`config.mk`:
```
export PLATFORM = sky130hd
export DESIGN_NAME = path_pair_duplicate_edge_check_top
export DESIGN_NICKNAME = d
export VERILOG_FILES = /design/src/rtl/ppdec_pkg.sv /design/src/rtl/path_pair_duplicate_edge_check_top.sv
export SDC_FILE = /design/constraint.sdc
export NUM_CORES = 2
export LEC_CHECK = 0
export BUFFER_PORTS_ARGS = -buffer_cell sky130_fd_sc_hd__buf_2
export CAP_MARGIN = 40
export CORE_MARGIN = 2
export CORE_UTILIZATION = 45
export DETAILED_ROUTE_END_ITERATION = 8
export GPL_TIMING_DRIVEN = 0
export PLACE_DENSITY = 0.67
export RECOVER_POWER = 100
export SYNTH_ARGS = -nofsm -noshare
export SYNTH_HDL_FRONTEND = slang
export SYNTH_SLANG_ARGS = --single-unit
```
`constraint.sdc`:
```
create_clock -name clk -period 33.2 [get_ports clk]
set_clock_uncertainty 0.1 [all_clocks]
set_input_delay 1.66 -clock clk [delete_from_list [all_inputs] [get_ports clk]]
set_output_delay 1.66 -clock clk [all_outputs]
set_load 0.005 [all_outputs]
```
`src/rtl/ppdec_pkg.sv`:
```
// ----------------------------------------------------------------------------
// ppdec_pkg
// Shared widths, opcodes and decoded item kinds of the path pair duplicate
// edge check.
// ----------------------------------------------------------------------------
package ppdec_pkg;

	localparam int OP_W      = 2;
	localparam int EDGE_W    = 13;
	localparam int PATH_W    = 16;
	localparam int S_DATA_W  = 16;  // edge_number padded to whole bytes
	localparam int M_DATA_W  = 16;

	localparam int NUM_EDGES_DEF = 4096;

	// Most rows with a flip-flop valid bit each
	localparam int MAX_ROW_IDX_W = 8;

	typedef enum logic [OP_W-1:0] {
		OP_FIRST  = 2'd0,
		OP_SECOND = 2'd1,
		OP_END    = 2'd2
	} op_t;

	// Decoded item held in the input stage
	typedef enum logic [1:0] {
		K_NOP   = 2'd0,
		K_MARK  = 2'd1,
		K_CHECK = 2'd2,
		K_END   = 2'd3
	} kind_t;

endpackage

```
`src/rtl/path_pair_duplicate_edge_check_top.sv`:
```
// ----------------------------------------------------------------------------
// path_pair_duplicate_edge_check_top
// Marks first-part edges in a visited store, checks and marks second-part
// edges, and reports each pair's number with a duplicate-free flag.
// ----------------------------------------------------------------------------
// Throughput: one item per cycle; the input stalls only while an end item
//   waits for the output register to be taken.
// Result path: an accepted end item passes the input stage (registered row
//   read), then the result register that drives m_tvalid.
// Reset: control clears at once, the pair counter loads one, and the row
//   valid flip-flops clear the whole store with no clearing pass.
module path_pair_duplicate_edge_check_top #(
	parameter int NUM_EDGES = ppdec_pkg::NUM_EDGES_DEF
) (
	input  logic                          clk,
	input  logic                          arst_n,
	input  logic                          s_tvalid,
	output logic                          s_tready,
	input  logic [ppdec_pkg::S_DATA_W-1:0] s_tdata,  // [12:0] edge_number, [15:13] zero
	input  logic [ppdec_pkg::OP_W-1:0]     s_tuser,  // [1:0] opcode
	output logic                          m_tvalid,
	input  logic                          m_tready,
	output logic [ppdec_pkg::M_DATA_W-1:0] m_tdata,  // [15:0] path_number
	output logic                          m_tuser   // [0] duplicate_free
);
	import ppdec_pkg::*;

	localparam int SLOT_W    = (NUM_EDGES > 1) ? $clog2(NUM_EDGES) : 1;
	localparam int ROW_IDX_W = (SLOT_W < MAX_ROW_IDX_W) ? SLOT_W : MAX_ROW_IDX_W;
	localparam int ROW_LOG   = SLOT_W - ROW_IDX_W;
	localparam int ROWS      = 1 << ROW_IDX_W;
	localparam int ROW_BITS  = 1 << ROW_LOG;
	localparam int BIT_W     = (ROW_LOG > 0) ? ROW_LOG : 1;

	// Input decode
	logic [EDGE_W-1:0]    edge_in;
	logic [31:0]          slot_full;
	logic                 in_range;
	kind_t                kind_in;
	logic [ROW_IDX_W-1:0] row_in;
	logic [BIT_W-1:0]     bit_in;
	logic                 s_accept;

	// Input stage
	logic                 s1_vld;
	kind_t                kind_s1;
	logic [ROW_IDX_W-1:0] row_s1;
	logic [BIT_W-1:0]     bit_s1;
	logic [ROW_BITS-1:0]  rd_s1;
	logic                 fwd_s1;
	logic [ROW_BITS-1:0]  fwd_row_s1;

	// Store and pair state
	logic [ROW_BITS-1:0]  mem [ROWS];
	logic [ROWS-1:0]      row_vld_q;
	logic                 dup_q;
	logic [PATH_W-1:0]    cnt_q;

	// Result register
	logic                 m_vld_q;
	logic [PATH_W-1:0]    m_path_q;
	logic                 m_free_q;

	// Stage logic
	logic                 s1_go;
	logic                 end_go;
	logic                 wr_en;
	logic                 fwd_nxt;
	logic [ROW_BITS-1:0]  row_eff;
	logic [ROW_BITS-1:0]  bit_mask;
	logic [ROW_BITS-1:0]  row_new;
	logic                 hit;

	assign edge_in   = s_tdata[EDGE_W-1:0];
	assign slot_full = 32'(edge_in) - 32'd1;
	assign in_range  = (edge_in != '0) && (32'(edge_in) <= 32'(NUM_EDGES));
	assign row_in    = ROW_IDX_W'(slot_full >> ROW_LOG);
	assign bit_in    = BIT_W'(slot_full & 32'(ROW_BITS - 1));

	always_comb begin
		case (s_tuser)
			OP_FIRST:  kind_in = in_range ? K_MARK : K_NOP;
			OP_SECOND: kind_in = in_range ? K_CHECK : K_NOP;
			OP_END:    kind_in = K_END;
			default:   kind_in = K_NOP;
		endcase
	end

	// An end item leaves only when the result register can take it
	assign s1_go    = s1_vld && ((kind_s1 != K_END) || !m_vld_q || m_tready);
	assign s_tready = !s1_vld || s1_go;
	assign s_accept = s_tvalid && s_tready;
	assign end_go   = s1_go && (kind_s1 == K_END);
	assign wr_en    = s1_go && ((kind_s1 == K_MARK) || (kind_s1 == K_CHECK));

	// Take the row being written now when the next item reads the same row
	assign row_eff  = fwd_s1 ? fwd_row_s1 : (row_vld_q[row_s1] ? rd_s1 : '0);
	assign bit_mask = ROW_BITS'(1) << bit_s1;
	assign row_new  = row_eff | bit_mask;
	assign hit      = |(row_eff & bit_mask);
	assign fwd_nxt  = wr_en && (row_s1 == row_in);

	always_ff @(posedge clk) begin
		if (wr_en) begin
			mem[row_s1] <= row_new;
		end
		if (s_accept) begin
			rd_s1 <= mem[row_in];
		end
	end

	always_ff @(posedge clk) begin
		if (s_accept) begin
			kind_s1    <= kind_in;
			row_s1     <= row_in;
			bit_s1     <= bit_in;
			fwd_row_s1 <= row_new;
		end
		if (end_go) begin
			m_path_q <= cnt_q;
			m_free_q <= !dup_q;
		end
	end

	always_ff @(posedge clk or negedge arst_n) begin
		if (!arst_n) begin
			s1_vld    <= 1'b0;
			fwd_s1    <= 1'b0;
			row_vld_q <= '0;
			dup_q     <= 1'b0;
			cnt_q     <= PATH_W'(1);
			m_vld_q   <= 1'b0;
		end else begin
			if (s_accept) begin
				s1_vld <= 1'b1;
				fwd_s1 <= fwd_nxt;
			end else if (s1_go) begin
				s1_vld <= 1'b0;
				fwd_s1 <= 1'b0;
			end

			if (end_go) begin
				// drop every mark and start the next pair
				row_vld_q <= '0;
				dup_q     <= 1'b0;
				cnt_q     <= cnt_q + PATH_W'(1);
			end else if (wr_en) begin
				row_vld_q[row_s1] <= 1'b1;
				if ((kind_s1 == K_CHECK) && hit) begin
					dup_q <= 1'b1;
				end
			end

			if (end_go) begin
				m_vld_q <= 1'b1;
			end else if (m_tready) begin
				m_vld_q <= 1'b0;
			end
		end
	end

	assign m_tvalid = m_vld_q;
	assign m_tdata  = M_DATA_W'(m_path_q);
	assign m_tuser  = m_free_q;

	// A new result comes only from an end item leaving the input stage
	a_result_from_end: assert property (@(posedge clk) disable iff (!arst_n)
		$rose(m_tvalid) |-> $past(end_go))
		else $error("result without end item");

	// Forwarding only ever follows a store write
	a_fwd_after_write: assert property (@(posedge clk) disable iff (!arst_n)
		(s_accept && fwd_nxt) |=> (fwd_s1 && s1_vld))
		else $error("forward flag lost");

	// The store reads empty after an end item
	a_clear_on_end: assert property (@(posedge clk) disable iff (!arst_n)
		end_go |=> ((row_vld_q == '0) && !dup_q && !fwd_s1))
		else $error("store not cleared at end of pair");

	// The pair counter advances by one per result
	a_count_step: assert property (@(posedge clk) disable iff (!arst_n)
		end_go |=> (cnt_q == $past(cnt_q) + PATH_W'(1)))
		else $error("pair counter skipped");

endmodule

```
After elaboration in Yosys (flattened, before gate mapping)
Memory sizes are Yosys's and may differ from the RTL's. A register that Yosys moved wholly into a read port is not among the register bits.
Index checks and enable logic that the tools add are counted.
Cells by class
  multiplexer cells: 21
  bitwise logic cells: 3
  order comparisons: 3
  shift operators: 1
  $add $sub $neg: 2
  reduce and logical (&&, ||, !) cells: 23
  equality and inequality tests: 7
Operators with widths (count)
  256-bit two-way mux: 2
  256-bit OR: 1
  16-bit two-way mux: 2
  16-bit by 1-bit adder with 16-bit output (second input constant): 1
  16-bit AND: 1
  16-bit OR: 1
  16-bit OR reduction: 1
  1-bit by 4-bit << shifter with 16-bit output (first input constant): 1
  13-bit less-or-equal comparator (second input constant): 1
  1-bit two-way mux: 13
  13-bit nonzero test: 1
  12-bit by 1-bit subtractor with 12-bit output (second input constant): 1
  8-bit by 9-bit < comparator with 1-bit output (second input constant): 1
  1-bit binary-select mux with 8-bit select: 1
  1-bit demux with 8-bit select: 1
  8-bit == test: 1
  8-bit by 1-bit >= comparator with 1-bit output (second input constant): 1
  1-bit logical AND: 8
  2-bit nonzero test: 4
  2-bit == test (second input constant): 3
  2-bit one-hot mux with 3 select lines: 1
  2-bit by 1-bit == test with 1-bit output (second input constant): 2
  1-bit logical OR: 4
  1-bit zero test: 3
  other kinds (4): 4
Word-level totals
  memory bits (writable): 4096
  bits in registers: 323
  memories kept: 1
  output and inout port bits: 19
  bits of input ports: 22
  word-level logic and storage cells: 73
Memories
  mem: words 256, bits a word 16, rd ports 1, clocked after Yosys merged registers in 1, write ports 1, RTL line path_pair_duplicate_edge_check_top.sv:54  | logic [ROW_BITS-1:0] mem [ROWS];

Logic depth before layout (Yosys ltp)
  depth in word-level cells: 10
  mapped depth: 15
  gate-level depth less buffers: 12

Worst setup path after synthesis
OpenSTA, ideal clock, no wires.
  path type: register to register
  start point: register row_s1[1]
  end point: register fwd_row_s1[13] (data pin)
  data arrival time: 12234 ps
  cell stages (with the launch flop): 13
  clock period less this slack: 14529 ps
  data required time: 30905 ps
  setup slack: 18671 ps
  library setup time: 2195 ps
  path buffers: 5
  cell sequence: edfxtp_1 > clkbuf_1 > clkbuf_1 > clkbuf_1 > mux4_2 > mux4_2 > nand2_1 > nand3_1 > nand2_1 > and3_1 > buf_2 > buf_2 > o21ai_0
On the way
  cells in the longest elaborated chain, start to end: 5
Ends and longest elaborated chain
  from (decl): RTL line path_pair_duplicate_edge_check_top.sv:47  | logic [ROW_IDX_W-1:0] row_s1;
  from (signal assigned): RTL line path_pair_duplicate_edge_check_top.sv:115  | row_s1 <= row_in;
  1-bit binary-select mux with 8-bit select: RTL line path_pair_duplicate_edge_check_top.sv:97  | assign row_eff = fwd_s1 ? fwd_row_s1 : (row_vld_q[row_s1] ? rd_s1 : '0);
  1-bit two-way mux (not written as such): RTL line path_pair_duplicate_edge_check_top.sv:97
  16-bit two-way mux (2 in series): RTL line path_pair_duplicate_edge_check_top.sv:97
  16-bit OR: RTL line path_pair_duplicate_edge_check_top.sv:99  | assign row_new = row_eff | bit_mask;
  named net row_new[13]: RTL line path_pair_duplicate_edge_check_top.sv:71  | logic [ROW_BITS-1:0] row_new;
  to (signal assigned): RTL line path_pair_duplicate_edge_check_top.sv:117  | fwd_row_s1 <= row_new;
  to (decl): RTL line path_pair_duplicate_edge_check_top.sv:51  | logic [ROW_BITS-1:0] fwd_row_s1;
The timed path passes the listed nets, and every way through them passes these cells. The select of a mux whose other input is x is not followed.
A chain may end at the register's enable or synchronous reset.

Final worst setup path
  start point: register row_s1[0]
  end point: memory mem[245][1] (netlist bit) (data pin)
On the way
  cells in the longest elaborated chain, start to end: 5
Ends and longest elaborated chain (RTL line)
  1-bit binary-select mux with 8-bit select: path_pair_duplicate_edge_check_top.sv:97
  1-bit two-way mux (not written as such): path_pair_duplicate_edge_check_top.sv:97
  16-bit two-way mux (2 in series): path_pair_duplicate_edge_check_top.sv:97
  16-bit OR: path_pair_duplicate_edge_check_top.sv:99
  named net row_new[1]: path_pair_duplicate_edge_check_top.sv:71
  to (decl): path_pair_duplicate_edge_check_top.sv:54
The timed path passes the listed nets, and every way through them passes these cells. The select of a mux whose other input is x is not followed.

==> impl_metrics.csv <==
group,metric,value,unit
sta,max_freq,65.0,MHz
outcome,violations,"capacitance limit, slew limit",
sta,worst_pin_slew,5760,ps
clocking,h-tree-depth,5,
detailed_routing,drt_iter0_drc,14600,
logic_synthesis,synth_edf_count,4159,
global_route,overflow,0,
detailed_routing,wl_met2,231,mm
clocking,root_buffer,"clkbuf_16",
worst_setup_path,crit_fanout,78,
pwr,ir_drop,0.0592,mV
clocking,cts_resized,0,
cells_and_area,drive_above_1_share,20.7,%
cells_and_area,layout_commonest_cell,"edfxtp_1",
sta,tns,0,ps
logic_synthesis,synth-simple-area-share,3.55,%
floorplanning,core_area,0.375,sq mm
logic_synthesis,ys_types,59,
sta,hold_violations,0,
detailed_routing,via_count,92200,
worst_setup_path,crit_path_end_kind,"flop",
logic_synthesis,synthMuxAreaShare,13.8,%
placed_design,dpl_cell_area,0.185,sq mm
cells_and_area,multi_input_area,0.0354,sq mm
global_route,antenna_found_initial,41,
logic_synthesis,synth_xor_area_share,0.176,%
logic_synthesis,yosys-top-cells-area,"edfxtp_1 (74%), mux4_2 (13%), dfrtp_1 (4.1%)",
cells_and_area,fin_area,0.193,sq mm
detailed_routing,wl,511,mm
global_route,grt_max_degree,102,
pwr,p_leak,63.2,nW
cells_and_area,area_growth,14.2,%
cells_and_area,fill_cells,29300,
placed_design,gp_congestion,0.983,
global_route,track_usage,26.5,%
worst_setup_path,worstPathRequired,33310,ps
detailed_routing,routed-wl-met3,66.6,mm
worst_setup_path,path_class,"reg2reg",
worst_setup_path,critPathArrivalTime,15490,ps
clocking,cts_hold_buf,0,
logic_synthesis,synth_top_family_by_area,"multiplexers",
placed_design,port_buffers,33,
detailed_routing,routed.top_layer,"met5",
clocking,cts_buffer_depth,4,
clocking,path_clk_slew,70,ps
logic_synthesis,netlist_area,0.169,sq mm
outcome,outcome,"finished, violations left",
clocking,cts_setup_buffers,0,
logic_synthesis,synth_compound_area_share,3.41,%
detailed_routing,drtPass1Iterations,7,
placed_design,post-dp-hpwl,361,mm
clocking,clkSinkCount,4435,
detailed_routing,wl_met1,179,mm
sta,min_period,15380,ps
logic_synthesis,ys_ff_latch,4435,
sta,period_share,46.3,%
hold_path,hp-class,"reg2reg",
detailed_routing,wire_per_inst,35.0,microns
job,maxCapViolCount,93,
floorplanning,rows,225,
detailed_routing,remaining_drc_errors,0,
clocking,cts_tree,"built",
logic_synthesis,syn_area_per_cell,20.7,sq um
logic_synthesis,ys_warn_count,0,
sta,final-setup-viol-count,0,
logic_synthesis,synth_top_area_share,73.8,%
clocking,numCtsBuffers,430,
logic_synthesis,async_flop_share,6.22,%
floorplanning,die_x,617,microns
detailed_routing,antenna_left,0,
floorplanning,io_pins,41,
cells_and_area,nets,9208,
floorplanning,die_y,617,microns
pwr,p_per_area,60.7,mW/mm^2
sta,drv_slew,4378,
logic_synthesis,synthAdderAreaFrac,0.0296,%
clocking,clk_latency,1050,ps
logic_synthesis,synth_fp_nets,8208,
detailed_routing,via_per_inst,6.32,
sta,rsz0062_at_grt,"false",
sta,slew_headroom,-284,%
logic_synthesis,synth_cells,8182,
global_route,grt_pass1_vias,90600,
logic_synthesis,ys_seq_area_share,77.9,%
logic_synthesis,synth_ff_type,"edfxtp_1",
worst_setup_path,cp-start-kind,"flop",
logic_synthesis,synth_top_area_cell,"edfxtp_1",
cells_and_area,regArea,0.132,sq mm
cells_and_area,final_cell_mix,"edfxtp_1 (4159), mux4_2 (1007), clkbuf_1 (748)",
global_route,grt_pass1_wl,706,mm
floorplanning,die_area,0.381,sq mm
floorplanning,start_util,45.1,%
[critical path, cell delays in order, from the launching register on]
cell and delay, ps:
edfxtp_1 320, clkbuf_1 260, clkbuf_1 720, clkbuf_1 1260, clkbuf_1 640, mux4_2 390
mux4_2 280, nand2_1 60, nand3_1 80, nand2_1 60, and3_1 220, clkbuf_1 230
nor3b_1 250, a221o_1 1250, clkbuf_1 2530, clkbuf_1 2940, clkbuf_1 2750
[per-layer routing]
layer,vias up,track usage [%]
li1,36000,-
met1,48300,34.6
met2,6512,40.1
met3,1343,8.08
met4,32,14.1
met5,-,0
[stage by stage]
| step | utilization, % | setup WS, ps | power (W) | cells | hold slack, ps |
|---|---|---|---|---|---|
| global placement | 46.8 | 749 | 0.00693 | 13200 | 358 |
| CTS | 53.0 | 26140 | 0.0118 | 14500 | 368 |
| finish | 51.5 | 17820 | 0.0117 | 14600 | 367 |
| detailed placement | 49.3 | 25120 | 0.00694 | 13700 | 360 |
| global route | 51.5 | 17300 | 0.0120 | 14600 | 381 |
| floorplan | - | 18670 | 0.00662 | 8182 | 337 |
[path summary, 6_finish.rpt]
| kind | start | end | slack [ps] | cells past startpoint |
|---|---|---|---|---|
| setup / recovery | row_s1[0] | mem[245][1] | 17820 | 16 |
| setup reg to reg | row_s1[0] | mem[245][1] | 17820 | 16 |
| min in group asynchronous | arst_n | row_vld_q[194] | 2690 | 1 |
| hold / removal | cnt_q[15] | cnt_q[15] | 370 | 1 |
| max in group asynchronous | arst_n | row_vld_q[11] | 22660 | 2 |
| hold reg to reg | cnt_q[15] | cnt_q[15] | 370 | 1 |
[state kept, by name, summed over array words and instances, names as in the netlist, 2 cells and up]
| signal | count |
|---|---|
| mem | 4096 |
| row_vld_q | 256 |
| cnt_q | 16 |
| fwd_row_s1 | 16 |
| m_tdata | 16 |
| rd_s1 | 16 |
| row_s1 | 8 |
| bit_s1 | 4 |
| kind_s1 | 2 |
[synthesized netlist by cell type (all sizes together) (5+ instances only)]
master / n
a31o: 15
nor2b: 16
and3: 5
a22o: 66
nand2b: 8
nand4: 129
o21ai: 31
clkbuf: 268
edfxtp: 4159
a32oi: 24
dfrtp: 275
a21oi: 15
a221oi: 97
o21a: 64
nor4: 22
mux2i: 55
nand2: 352
o22ai: 31
a31oi: 52
nand3: 144
nor3: 11
nor2: 681
a221o: 13
xor2: 7
xnor2: 27
mux4: 1007
a22oi: 331
inv: 15
nor3b: 15
buf: 208
[area by class of cell]
class                           instances  area share, %
Buffer                                476           1.04
Antenna cell                           45         0.0583
Clock buffer                          549           5.93
Tap cell                             4994           3.23
Clock inverter                        255           1.36
Multi-Input combinational cell       3256           18.3
Inverter                               15         0.0291
Timing Repair Buffer                  568           1.82
Sequential cell                      4435           68.2
[power breakdown]
group | internal (W) | switching (W) | leakage (nW) | total, W
registers | 0.00613 | 0.0000116 | 43.2 | 0.00614
clock network | 0.00279 | 0.00211 | 6.85 | 0.00490
logic | 0.000219 | 0.000465 | 13.1 | 0.000684
total | 0.00914 | 0.00259 | 63.2 | 0.0117
[logic make-up after synthesis]
group	after synthesis
buffers and inverters	491
AO/OA/AOI/OAI	756
flip-flops	4435
AND/OR/NAND/NOR	1396
adder cells (fa/ha/maj)	4
XOR/XNOR	34
multiplexers	1066
No activity file was read; power rests on OpenSTA's default activity.
